[config.mk]
export PLATFORM = sky130hd
export DESIGN_NAME = stereo_biquad_with_gain_unit
export DESIGN_NICKNAME = d
export VERILOG_FILES = /design/src/hw/rtl/sbg_pkg.sv /design/src/hw/rtl/stereo_biquad_with_gain_unit.sv /design/src/hw/rtl/sbg_front.sv /design/src/hw/rtl/sbg_queue.sv /design/src/hw/rtl/sbg_back.sv
export SDC_FILE = /design/constraint.sdc
export NUM_CORES = 2
export LEC_CHECK = 0
export ABC_AREA = 1
export BUFFER_PORTS_ARGS = -buffer_cell sky130_fd_sc_hd__buf_4
export CAP_MARGIN = 20
export CORE_MARGIN = 3
export CORE_UTILIZATION = 30
export DETAILED_ROUTE_END_ITERATION = 8
export GPL_ROUTABILITY_DRIVEN = 0
export HOLD_SLACK_MARGIN = 0.05
export PLACE_DENSITY = 0.47
export SYNTH_ARGS = -nofsm -noshare
export SYNTH_HDL_FRONTEND = slang
export SYNTH_HIERARCHICAL = 1
export SYNTH_SLANG_ARGS = --single-unit
export TNS_END_PERCENT = 100
[constraint.sdc]
create_clock -name i_clk -period 9.8 [get_ports i_clk]
set_input_delay 1.47 -clock i_clk [delete_from_list [all_inputs] [get_ports i_clk]]
set_output_delay 1.47 -clock i_clk [all_outputs]
set_load 0.03 [all_outputs]
[src/hw/rtl/sbg_pkg.sv]
// ============================================================================
// sbg_pkg
// Shared types and constants for the stereo biquad with output gain.
// ============================================================================
package sbg_pkg;

    localparam int SAMPLE_BITS         = 24;
    localparam int COEF_BITS           = 24;
    localparam int GAIN_BITS           = 24;
    localparam int CUTOFF_BITS         = 16;
    localparam int COEF_FRAC_BITS_DEF  = 20;
    localparam int QUEUE_DEPTH         = 2;

    localparam int CFG_IDX_W  = 3;
    localparam int CFG_DATA_W = 24;

    // register indexes
    localparam logic [CFG_IDX_W-1:0] REG_COEF_B0   = 3'd0;
    localparam logic [CFG_IDX_W-1:0] REG_COEF_B1   = 3'd1;
    localparam logic [CFG_IDX_W-1:0] REG_COEF_B2   = 3'd2;
    localparam logic [CFG_IDX_W-1:0] REG_COEF_FB1  = 3'd3;
    localparam logic [CFG_IDX_W-1:0] REG_COEF_FB2  = 3'd4;
    localparam logic [CFG_IDX_W-1:0] REG_OUT_GAIN  = 3'd5;
    localparam logic [CFG_IDX_W-1:0] REG_CUTOFF_HZ = 3'd6;

    // register reset values
    localparam logic [COEF_BITS-1:0]   RST_COEF_B0   = 24'd1048576;
    localparam logic [COEF_BITS-1:0]   RST_COEF_ZERO = 24'd0;
    localparam logic [GAIN_BITS-1:0]   RST_OUT_GAIN  = 24'd0;
    localparam logic [CUTOFF_BITS-1:0] RST_CUTOFF_HZ = 16'd22050;

    // active cutoff window
    localparam logic [CUTOFF_BITS-1:0] CUTOFF_MIN = 16'd20;
    localparam logic [CUTOFF_BITS-1:0] CUTOFF_MAX = 16'd22000;

    typedef struct packed {
        logic signed [SAMPLE_BITS-1:0] left_in;
        logic signed [SAMPLE_BITS-1:0] right_in;
        logic                          last_in_block;
    } t_in;

    typedef struct packed {
        logic signed [SAMPLE_BITS-1:0] left_out;
        logic signed [SAMPLE_BITS-1:0] right_out;
        logic                          was_filtered;
        logic                          block_active;
        logic                          end_of_block;
    } t_out;

    typedef struct packed {
        logic signed [COEF_BITS-1:0]   coef_b0;
        logic signed [COEF_BITS-1:0]   coef_b1;
        logic signed [COEF_BITS-1:0]   coef_b2;
        logic signed [COEF_BITS-1:0]   coef_fb1;
        logic signed [COEF_BITS-1:0]   coef_fb2;
        logic        [GAIN_BITS-1:0]   out_gain;
        logic        [CUTOFF_BITS-1:0] cutoff_hz;
    } t_cfg;

    // classified pair as it waits for the datapath
    typedef struct packed {
        t_in  data;
        logic filt;
        logic active;
    } t_job;

endpackage

[src/hw/rtl/stereo_biquad_with_gain_unit.sv]
// ============================================================================
// stereo_biquad_with_gain_unit
// Stereo direct-form-1 biquad with shared coefficients and output gain,
// saturating 24-bit samples, with a write-only configuration port.
//
//   channel   direction   handshake                     payload
//   input     in          i_in_valid / o_in_stall       i_in  (t_in)
//   output    out         o_out_valid / i_out_stall     o_out (t_out)
//   config    in          i_cfg_we                      i_cfg_idx, i_cfg_data
//
// a filtered pair is popped, then one shared multiplier runs five taps plus
// the gain for each channel, then the result fills the output register
// a pass-through pair goes from the queue straight to the output register
// a two-entry queue keeps accepting pairs while the datapath works, until full
// reset is synchronous, active low; config and control registers get reset values
// a stalled output holds in its register while the datapath finishes the next pair
// ============================================================================
module stereo_biquad_with_gain_unit #(
    parameter int COEF_FRAC_BITS = sbg_pkg::COEF_FRAC_BITS_DEF
) (
    input  logic                             i_clk,
    input  logic                             i_rst_n,
    input  logic                             i_in_valid,
    input  sbg_pkg::t_in                     i_in,
    output logic                             o_in_stall,
    output logic                             o_out_valid,
    output sbg_pkg::t_out                    o_out,
    input  logic                             i_out_stall,
    input  logic                             i_cfg_we,
    input  logic [sbg_pkg::CFG_IDX_W-1:0]    i_cfg_idx,
    input  logic [sbg_pkg::CFG_DATA_W-1:0]   i_cfg_data
);
    import sbg_pkg::*;

    t_cfg r_cfg;
    t_job w_push_job;
    t_job w_head;
    logic w_push;
    logic w_pop;
    logic w_full;
    logic w_empty;

    always_ff @(posedge i_clk) begin
        if (!i_rst_n) begin
            // unity current-input tap at the chosen binary point
            r_cfg.coef_b0   <= COEF_BITS'(1) << COEF_FRAC_BITS;
            r_cfg.coef_b1   <= RST_COEF_ZERO;
            r_cfg.coef_b2   <= RST_COEF_ZERO;
            r_cfg.coef_fb1  <= RST_COEF_ZERO;
            r_cfg.coef_fb2  <= RST_COEF_ZERO;
            r_cfg.out_gain  <= RST_OUT_GAIN;
            r_cfg.cutoff_hz <= RST_CUTOFF_HZ;
        end else if (i_cfg_we) begin
            unique case (i_cfg_idx)
                REG_COEF_B0:   r_cfg.coef_b0   <= i_cfg_data[COEF_BITS-1:0];
                REG_COEF_B1:   r_cfg.coef_b1   <= i_cfg_data[COEF_BITS-1:0];
                REG_COEF_B2:   r_cfg.coef_b2   <= i_cfg_data[COEF_BITS-1:0];
                REG_COEF_FB1:  r_cfg.coef_fb1  <= i_cfg_data[COEF_BITS-1:0];
                REG_COEF_FB2:  r_cfg.coef_fb2  <= i_cfg_data[COEF_BITS-1:0];
                REG_OUT_GAIN:  r_cfg.out_gain  <= i_cfg_data[GAIN_BITS-1:0];
                REG_CUTOFF_HZ: r_cfg.cutoff_hz <= i_cfg_data[CUTOFF_BITS-1:0];
                default: begin
                    // unknown index, write dropped
                end
            endcase
        end
    end

    sbg_front u_front (
        .i_in_valid (i_in_valid),
        .i_in       (i_in),
        .i_gain     (r_cfg.out_gain),
        .i_cutoff   (r_cfg.cutoff_hz),
        .i_q_full   (w_full),
        .o_in_stall (o_in_stall),
        .o_push     (w_push),
        .o_job      (w_push_job)
    );

    sbg_queue u_queue (
        .i_clk   (i_clk),
        .i_rst_n (i_rst_n),
        .i_push  (w_push),
        .i_data  (w_push_job),
        .i_pop   (w_pop),
        .o_head  (w_head),
        .o_full  (w_full),
        .o_empty (w_empty)
    );

    sbg_back #(
        .COEF_FRAC_BITS (COEF_FRAC_BITS)
    ) u_back (
        .i_clk       (i_clk),
        .i_rst_n     (i_rst_n),
        .i_cfg       (r_cfg),
        .i_q_head    (w_head),
        .i_q_empty   (w_empty),
        .o_pop       (w_pop),
        .o_out_valid (o_out_valid),
        .o_out       (o_out),
        .i_out_stall (i_out_stall)
    );

endmodule

[src/hw/rtl/sbg_front.sv]
// ============================================================================
// sbg_front
// Input side: accepts sample pairs and classifies them as filtered or
// passed through, then pushes them into the job queue.
// ============================================================================
module sbg_front (
    input  logic                              i_in_valid,
    input  sbg_pkg::t_in                      i_in,
    input  logic [sbg_pkg::GAIN_BITS-1:0]     i_gain,
    input  logic [sbg_pkg::CUTOFF_BITS-1:0]   i_cutoff,
    input  logic                              i_q_full,
    output logic                              o_in_stall,
    output logic                              o_push,
    output sbg_pkg::t_job                     o_job
);
    import sbg_pkg::*;

    logic w_active;
    logic w_nonzero;

    assign w_active  = (i_cutoff >= CUTOFF_MIN) && (i_cutoff <= CUTOFF_MAX) && (i_gain != '0);
    // a zero sample in either channel skips the whole pair
    assign w_nonzero = (i_in.left_in != '0) && (i_in.right_in != '0);

    assign o_in_stall   = i_q_full;
    assign o_push       = i_in_valid && !i_q_full;
    assign o_job.data   = i_in;
    assign o_job.active = w_active;
    assign o_job.filt   = w_active && w_nonzero;

endmodule

[src/hw/rtl/sbg_queue.sv]
// ============================================================================
// sbg_queue
// Short job queue between the input side and the filter datapath.
// ============================================================================
module sbg_queue (
    input  logic           i_clk,
    input  logic           i_rst_n,
    input  logic           i_push,
    input  sbg_pkg::t_job  i_data,
    input  logic           i_pop,
    output sbg_pkg::t_job  o_head,
    output logic           o_full,
    output logic           o_empty
);
    import sbg_pkg::*;

    localparam int PTR_W = (QUEUE_DEPTH > 1) ? $clog2(QUEUE_DEPTH) : 1;
    localparam int CNT_W = $clog2(QUEUE_DEPTH + 1);
    localparam logic [PTR_W-1:0] PTR_LAST = PTR_W'(QUEUE_DEPTH - 1);
    localparam logic [CNT_W-1:0] CNT_FULL = CNT_W'(QUEUE_DEPTH);

    t_job             r_mem [QUEUE_DEPTH];
    logic [PTR_W-1:0] r_wr_ptr;
    logic [PTR_W-1:0] r_rd_ptr;
    logic [CNT_W-1:0] r_count;

    assign o_full  = (r_count == CNT_FULL);
    assign o_empty = (r_count == '0);
    assign o_head  = r_mem[r_rd_ptr];

    always_ff @(posedge i_clk) begin
        if (i_push) begin
            r_mem[r_wr_ptr] <= i_data;
        end
    end

    always_ff @(posedge i_clk) begin
        if (!i_rst_n) begin
            r_wr_ptr <= '0;
            r_rd_ptr <= '0;
            r_count  <= '0;
        end else begin
            if (i_push) begin
                r_wr_ptr <= (r_wr_ptr == PTR_LAST) ? '0 : r_wr_ptr + 1'b1;
            end
            if (i_pop) begin
                r_rd_ptr <= (r_rd_ptr == PTR_LAST) ? '0 : r_rd_ptr + 1'b1;
            end
            if (i_push && !i_pop) begin
                r_count <= r_count + 1'b1;
            end else if (!i_push && i_pop) begin
                r_count <= r_count - 1'b1;
            end
        end
    end

endmodule

[src/hw/rtl/sbg_back.sv]
// ============================================================================
// sbg_back
// Filter datapath: one shared registered multiplier walks the five biquad
// taps and the gain of each channel in turn, then fills the output register.
// ============================================================================
module sbg_back #(
    parameter int COEF_FRAC_BITS = sbg_pkg::COEF_FRAC_BITS_DEF
) (
    input  logic           i_clk,
    input  logic           i_rst_n,
    input  sbg_pkg::t_cfg  i_cfg,
    input  sbg_pkg::t_job  i_q_head,
    input  logic           i_q_empty,
    output logic           o_pop,
    output logic           o_out_valid,
    output sbg_pkg::t_out  o_out,
    input  logic           i_out_stall
);
    import sbg_pkg::*;

    localparam int SB     = SAMPLE_BITS;
    localparam int PROD_W = (SB + 1) + (COEF_BITS + 1);
    localparam int ACC_W  = PROD_W + 3;

    localparam logic signed [ACC_W:0] HALF = (ACC_W + 1)'(1) << (COEF_FRAC_BITS - 1);
    localparam logic signed [ACC_W:0] SMAX = {{(ACC_W + 2 - SB){1'b0}}, {(SB - 1){1'b1}}};
    localparam logic signed [ACC_W:0] SMIN = ~SMAX;

    localparam logic [2:0] S_IDLE = 3'd0;
    localparam logic [2:0] S_MAC  = 3'd1;
    localparam logic [2:0] S_RND  = 3'd2;
    localparam logic [2:0] S_GAIN = 3'd3;
    localparam logic [2:0] S_GRND = 3'd4;
    localparam logic [2:0] S_DONE = 3'd5;

    localparam logic [2:0] TAP_LAST = 3'd5;

    logic [2:0]                r_state;
    logic [2:0]                r_tap;
    logic                      r_ch;
    logic                      r_out_valid;
    t_out                      r_out;
    t_job                      r_job;
    logic signed [PROD_W-1:0]  r_prod;
    logic signed [ACC_W-1:0]   r_acc;
    logic signed [SB-1:0]      r_y;
    logic signed [SB-1:0]      r_res [2];
    logic signed [SB-1:0]      r_x1  [2];
    logic signed [SB-1:0]      r_x2  [2];
    logic signed [SB-1:0]      r_y1  [2];
    logic signed [SB-1:0]      r_y2  [2];

    logic signed [SB:0]        w_mul_a;
    logic signed [COEF_BITS:0] w_mul_b;
    logic signed [PROD_W-1:0]  w_prod;
    logic signed [SB-1:0]      w_x;
    logic signed [ACC_W-1:0]   w_prod_ext;
    logic signed [SB-1:0]      w_gain_res;
    logic                      w_out_free;

    // round half up at the binary point, then clamp to the sample range
    function automatic logic signed [SB-1:0] rnd_sat(input logic signed [ACC_W-1:0] v);
        logic signed [ACC_W:0] t;
        logic signed [ACC_W:0] s;
        t = $signed({v[ACC_W-1], v}) + HALF;
        s = t >>> COEF_FRAC_BITS;
        if (s > SMAX) begin
            return SMAX[SB-1:0];
        end else if (s < SMIN) begin
            return SMIN[SB-1:0];
        end
        return s[SB-1:0];
    endfunction

    assign w_x        = r_ch ? r_job.data.right_in : r_job.data.left_in;
    assign w_prod     = w_mul_a * w_mul_b;
    assign w_prod_ext = {{(ACC_W - PROD_W){r_prod[PROD_W-1]}}, r_prod};
    assign w_gain_res = rnd_sat(w_prod_ext);
    assign w_out_free = !r_out_valid || !i_out_stall;
    assign o_pop      = (r_state == S_IDLE) && !i_q_empty;

    always_comb begin
        w_mul_a = '0;
        w_mul_b = '0;
        if (r_state == S_GAIN) begin
            w_mul_a = {r_y[SB-1], r_y};
            w_mul_b = {1'b0, i_cfg.out_gain};
        end else begin
            unique case (r_tap)
                3'd0: begin
                    w_mul_a = {w_x[SB-1], w_x};
                    w_mul_b = {i_cfg.coef_b0[COEF_BITS-1], i_cfg.coef_b0};
                end
                3'd1: begin
                    w_mul_a = {r_x1[r_ch][SB-1], r_x1[r_ch]};
                    w_mul_b = {i_cfg.coef_b1[COEF_BITS-1], i_cfg.coef_b1};
                end
                3'd2: begin
                    w_mul_a = {r_x2[r_ch][SB-1], r_x2[r_ch]};
                    w_mul_b = {i_cfg.coef_b2[COEF_BITS-1], i_cfg.coef_b2};
                end
                3'd3: begin
                    w_mul_a = {r_y1[r_ch][SB-1], r_y1[r_ch]};
                    w_mul_b = {i_cfg.coef_fb1[COEF_BITS-1], i_cfg.coef_fb1};
                end
                3'd4: begin
                    w_mul_a = {r_y2[r_ch][SB-1], r_y2[r_ch]};
                    w_mul_b = {i_cfg.coef_fb2[COEF_BITS-1], i_cfg.coef_fb2};
                end
                default: begin
                    w_mul_a = '0;
                    w_mul_b = '0;
                end
            endcase
        end
    end

    // control and filter history
    always_ff @(posedge i_clk) begin
        if (!i_rst_n) begin
            r_state     <= S_IDLE;
            r_tap       <= '0;
            r_ch        <= 1'b0;
            r_out_valid <= 1'b0;
            for (int i = 0; i < 2; i++) begin
                r_x1[i] <= '0;
                r_x2[i] <= '0;
                r_y1[i] <= '0;
                r_y2[i] <= '0;
            end
        end else begin
            if ((r_state == S_DONE) && w_out_free) begin
                r_out_valid <= 1'b1;
            end else if (!i_out_stall) begin
                r_out_valid <= 1'b0;
            end
            unique case (r_state)
                S_IDLE: begin
                    if (!i_q_empty) begin
                        r_state <= i_q_head.filt ? S_MAC : S_DONE;
                        r_tap   <= '0;
                        r_ch    <= 1'b0;
                    end
                end
                S_MAC: begin
                    if (r_tap == TAP_LAST) begin
                        r_state <= S_RND;
                    end else begin
                        r_tap <= r_tap + 1'b1;
                    end
                end
                S_RND: begin
                    r_state <= S_GAIN;
                end
                S_GAIN: begin
                    r_state <= S_GRND;
                end
                S_GRND: begin
                    r_x1[r_ch] <= w_x;
                    r_x2[r_ch] <= r_x1[r_ch];
                    r_y1[r_ch] <= r_y;
                    r_y2[r_ch] <= r_y1[r_ch];
                    if (!r_ch) begin
                        r_ch    <= 1'b1;
                        r_tap   <= '0;
                        r_state <= S_MAC;
                    end else begin
                        r_state <= S_DONE;
                    end
                end
                S_DONE: begin
                    if (w_out_free) begin
                        r_state <= S_IDLE;
                    end
                end
                default: begin
                    r_state <= S_IDLE;
                end
            endcase
        end
    end

    // datapath
    always_ff @(posedge i_clk) begin
        if (o_pop) begin
            r_job <= i_q_head;
        end
        if (r_state == S_MAC) begin
            if (r_tap != TAP_LAST) begin
                r_prod <= w_prod;
            end
            // the accumulator adds the registered product of the previous tap
            if (r_tap == '0) begin
                r_acc <= '0;
            end else begin
                r_acc <= r_acc + w_prod_ext;
            end
        end
        if (r_state == S_RND) begin
            r_y <= rnd_sat(r_acc);
        end
        if (r_state == S_GAIN) begin
            r_prod <= w_prod;
        end
        if (r_state == S_GRND) begin
            r_res[r_ch] <= w_gain_res;
        end
        if ((r_state == S_DONE) && w_out_free) begin
            r_out.left_out     <= r_job.filt ? r_res[0] : r_job.data.left_in;
            r_out.right_out    <= r_job.filt ? r_res[1] : r_job.data.right_in;
            r_out.was_filtered <= r_job.filt;
            r_out.block_active <= r_job.active;
            r_out.end_of_block <= r_job.data.last_in_block;
        end
    end

    assign o_out_valid = r_out_valid;
    assign o_out       = r_out;

    a_tap_range: assert property (@(posedge i_clk) disable iff (!i_rst_n)
        (r_state == S_MAC) |-> (r_tap <= TAP_LAST))
        else $error("tap counter past last tap");

    a_filt_only: assert property (@(posedge i_clk) disable iff (!i_rst_n)
        (r_state == S_MAC || r_state == S_RND || r_state == S_GAIN || r_state == S_GRND)
        |-> r_job.filt)
        else $error("datapath running on a pass-through pair");

    a_out_from_done: assert property (@(posedge i_clk) disable iff (!i_rst_n)
        $rose(r_out_valid) |-> $past(r_state == S_DONE))
        else $error("result presented without finishing a pair");

    a_gain_after_rnd: assert property (@(posedge i_clk) disable iff (!i_rst_n)
        (r_state == S_GAIN) |-> $past(r_state == S_RND))
        else $error("gain multiply without a rounded filter value");

endmodule

==> results.cfg <==
[outcome]
run_status = finished clean

[synth]
ys_seq_area_share_pct = 34.5
yosys-top-cells-area = edfxtp_1 (29%), fa_1 (22%), nand2_1 (8.7%), nor2_1 (7.9%), inv_1 (7.0%)
synth_area_per_cell_um2 = 8.67
netlist_area_um2 = 59800
synth_top_family_by_area = adder cells
ys_warn_count = 6
synth_edf_count = 571
mappedNetlistNets = 7825
yosysTopAreaCell = edfxtp_1
ys_types = 58
async_flop_share_pct = 0
synthXorXnorAreaFrac_pct = 1.41
synthSimpleGateAreaFrac_pct = 20.3
synthAdderAreaFrac_pct = 25.7
synth_top_area_share_pct = 28.7
ys.flop_type = edfxtp_1
synthMuxAreaShare_pct = 1.83
synthCells = 6900
synth_seq_cells = 745
synth-compound-area-share_pct = 6.19

[sta]
tns_ns = 0
finalCritPeriodShare_pct = 94.1
fmax_mhz = 108
slew_headroom_pct = 26.5
final.setup.worst_slack_ns = 0.575
finalSetupViolCount = 0
slew_violations = 0
finalHoldViolations = 0
tightestPinTransition_ns = 1.10
rsz0062_at_grt = false
skew_ns = 0.0406
min_period_ns = 9.22

[worst_hold_path]
min_path_cells = 0
hold_class = flop to flop
holdPathEnd = u_back/o_out[0]
min_from = u_back/r_job[2]

[layout]
final_area_um2 = 66500
fill_cells = 20800
drive_gt1_share_pct = 8.09
fin_cells = 9665
area_growth_pct = 11.2
fin_nets = 7881
register_area_um2 = 20600
multi_input_area_um2 = 33300

[floorplanning]
io_pins = 134
fp.dieW_um = 453
core_area_um2 = 198000
die_area_um2 = 205000
initial_utilization_pct = 30.2
rows = 163
die_h_um = 453

[critical_path]
cp.required_ns = 10.21
endpoint_kind = flop
r2r_end = u_back/r_prod[23]
cp_slowest_cell = inv_1
r2r_cells = 31
rrSetupSlack_ns = 0.58
crit_top_cell = inv_1
reg2reg_from = u_back/r_tap[0]
path_max_fanout = 38
path_class = flop to flop
arrival_ns = 9.63
worstSetupStartpointType = flop
critPathLaunch = u_back/r_tap[0]
max_stage_delay_ns = 0.63

[placed_design]
dpl_cell_area_um2 = 63700
dp_slack_ns = 0.675
place.detailed.hpwl_um = 156000
placed_cells = 9509
numPortBuffers = 133

[routing]
num_vias = 46600
drt_wl_total_um = 202000
drt_iter0_markers = 3824
ant_nets = 0
dr.pass1.iters = 6
routedWlPerCell_um = 20.9
drc = 0
via_per_inst = 4.82

[power_and_ir_drop]
power_per_cell_area_nw_per_um2 = 331
peakVddDrop_uv = 213
p_leak_nw = 29.9

[clock_tree]
cts_sinks = 745
clkSlewWorstSetupHoldPaths_ns = 0.06
clk_latency_ns = 0.71
cts_inserted_buffers = 85
ctsResizeCount = 0
cts_buffer_depth = 3
cts_setup_buffers = 0
tritoncts = done
cts_hold_buf = 0
cts_root_buffer = clkbuf_16
h-tree-depth = 3

[global_route]
grt_pass1_wl_um = 305000
antenna_found_initial = 8
grt_max_degree = 97
track_usage_pct = 19.7
grt_remaining_overflow = 0
grt_pass1_vias = 46700

[job]
max-cap-violations = 0
## how the worst max path moves through the flow
stage	to	slack, ns	cells past startpoint
detailed placement	u_back/r_prod[37]	0.67	32
global route	u_back/r_prod[36]	0.20	36
CTS	u_back/r_prod[37]	0.59	32
global placement	u_back/r_prod[37]	0.45	32
finish	u_back/r_prod[23]	0.58	31
floorplan	u_back/r_prod[42]	1.91	31
## through the flow
step | utilization, % | total power, mW | hold slack, ns
6_report | 33.6 | 22.0 | 0.418
5_1_grt | 33.6 | 23.8 | 0.441
4_1_cts | 33.6 | 22.1 | 0.420
3_5_place_dp | 32.2 | 18.7 | 0.413
3_3_place_gp | 32.2 | 18.7 | 0.407
2_1_floorplan | - | 13.5 | 0.400
## synthesized netlist by cell type (5+ instances only)
cell type / instances
nand2_1: 1387
mux2_2: 13
nand4_1: 24
nor2_2: 10
nand2_2: 6
buf_4: 72
nand3_1: 284
buf_12: 5
a22oi_1: 5
a21o_1: 14
a21oi_1: 193
mux2_4: 50
a22oi_4: 5
o21ai_0: 240
buf_1: 19
a221oi_1: 11
a211oi_1: 9
ha_1: 201
edfxtp_1: 571
mux2i_1: 20
o22ai_1: 28
dfxtp_1: 174
o21a_1: 14
o21bai_1: 22
nor4_1: 5
buf_2: 133
nor2_1: 1260
or2_2: 7
o211ai_1: 11
inv_2: 30
a22oi_2: 14
nor3_1: 54
buf_6: 5
inv_1: 1117
a21boi_0: 7
o21ai_1: 10
a22o_1: 8
o221ai_1: 5
fa_1: 643
xor2_1: 64
nand3b_1: 8
xnor2_1: 32
clkbuf_1: 69
o21ai_2: 8
a31oi_1: 8
## layer usage
metal	global-route usage (%)	vias to the layer above	part of all wire, %
met4	4.34	10	2.3
li1	-	21600	-
met2	30.5	1421	45
met3	2.67	254	6.0
met1	29.2	23300	47
met5	0	-	0.030
## critical path, delay by kind of cell (launching register included)
| family | cells | cell delay, ns |
|---|---|---|
| xor+xnor | 1 | 0.16 |
| simple gates | 2 | 0.33 |
| flops | 1 | 0.33 |
| fa+ha+maj | 9 | 4.25 |
| compound gates | 10 | 2.26 |
| buf+inv | 9 | 1.56 |
## cell type report
type | count | area share (%)
sequential | 745 | 31.0
timing repair buffer | 272 | 3.15
multi-input combinational | 4703 | 50.1
tap | 2640 | 4.97
antenna | 1 | 0.00376
clock buffer | 108 | 3.37
clock inverter | 47 | 0.864
inverter | 1149 | 6.49
## kinds of logic after synthesis
kind of cell,after synthesis
buffers and inverters,1452
flip-flops,745
AO/OA/AOI/OAI,619
adder cells (fa/ha/maj),844
XOR/XNOR,96
AND/OR/NAND/NOR,3061
multiplexers,83
## state kept, by name (all words and copies together), names as in the netlist, named ones only
name / flops
u_back/r_state: 3
u_back/r_res: 48
u_queue/r_rd_ptr: 1
u_queue/r_mem: 102
r_cfg: 160
u_back/r_tap: 3
u_back/r_y2: 48
u_queue/r_wr_ptr: 1
u_queue/r_count: 2
u_back/o_out_valid: 1
u_back/r_x1: 48
u_back/r_job: 51
u_back/r_y1: 48
u_back/r_ch: 1
u_back/r_x2: 48
u_back/o_out: 51
u_back/r_y: 24
u_back/r_acc: 53
u_back/r_prod: 50
## cells in the final DEF (no fill, tap or decap), drive strengths merged, types with 55 or more instances in the layout
cell type  instances
o21ai            258
xor2              64
nor2            1273
dfxtp            174
fa               643
clkbuf           108
mux2              63
buf              272
inv             1153
nand2           1395
ha               201
nand3            284
nor3              55
a21oi            193
edfxtp           571
## power breakdown
group          internal, mW  switching [mW]  total [mW]
Combinational          4.24            9.47        13.7
Clock                  1.88            1.39        3.26
Sequential             4.46           0.569        5.03
Total                  10.6            11.4        22.0
(Power assumes the default switching activity.)
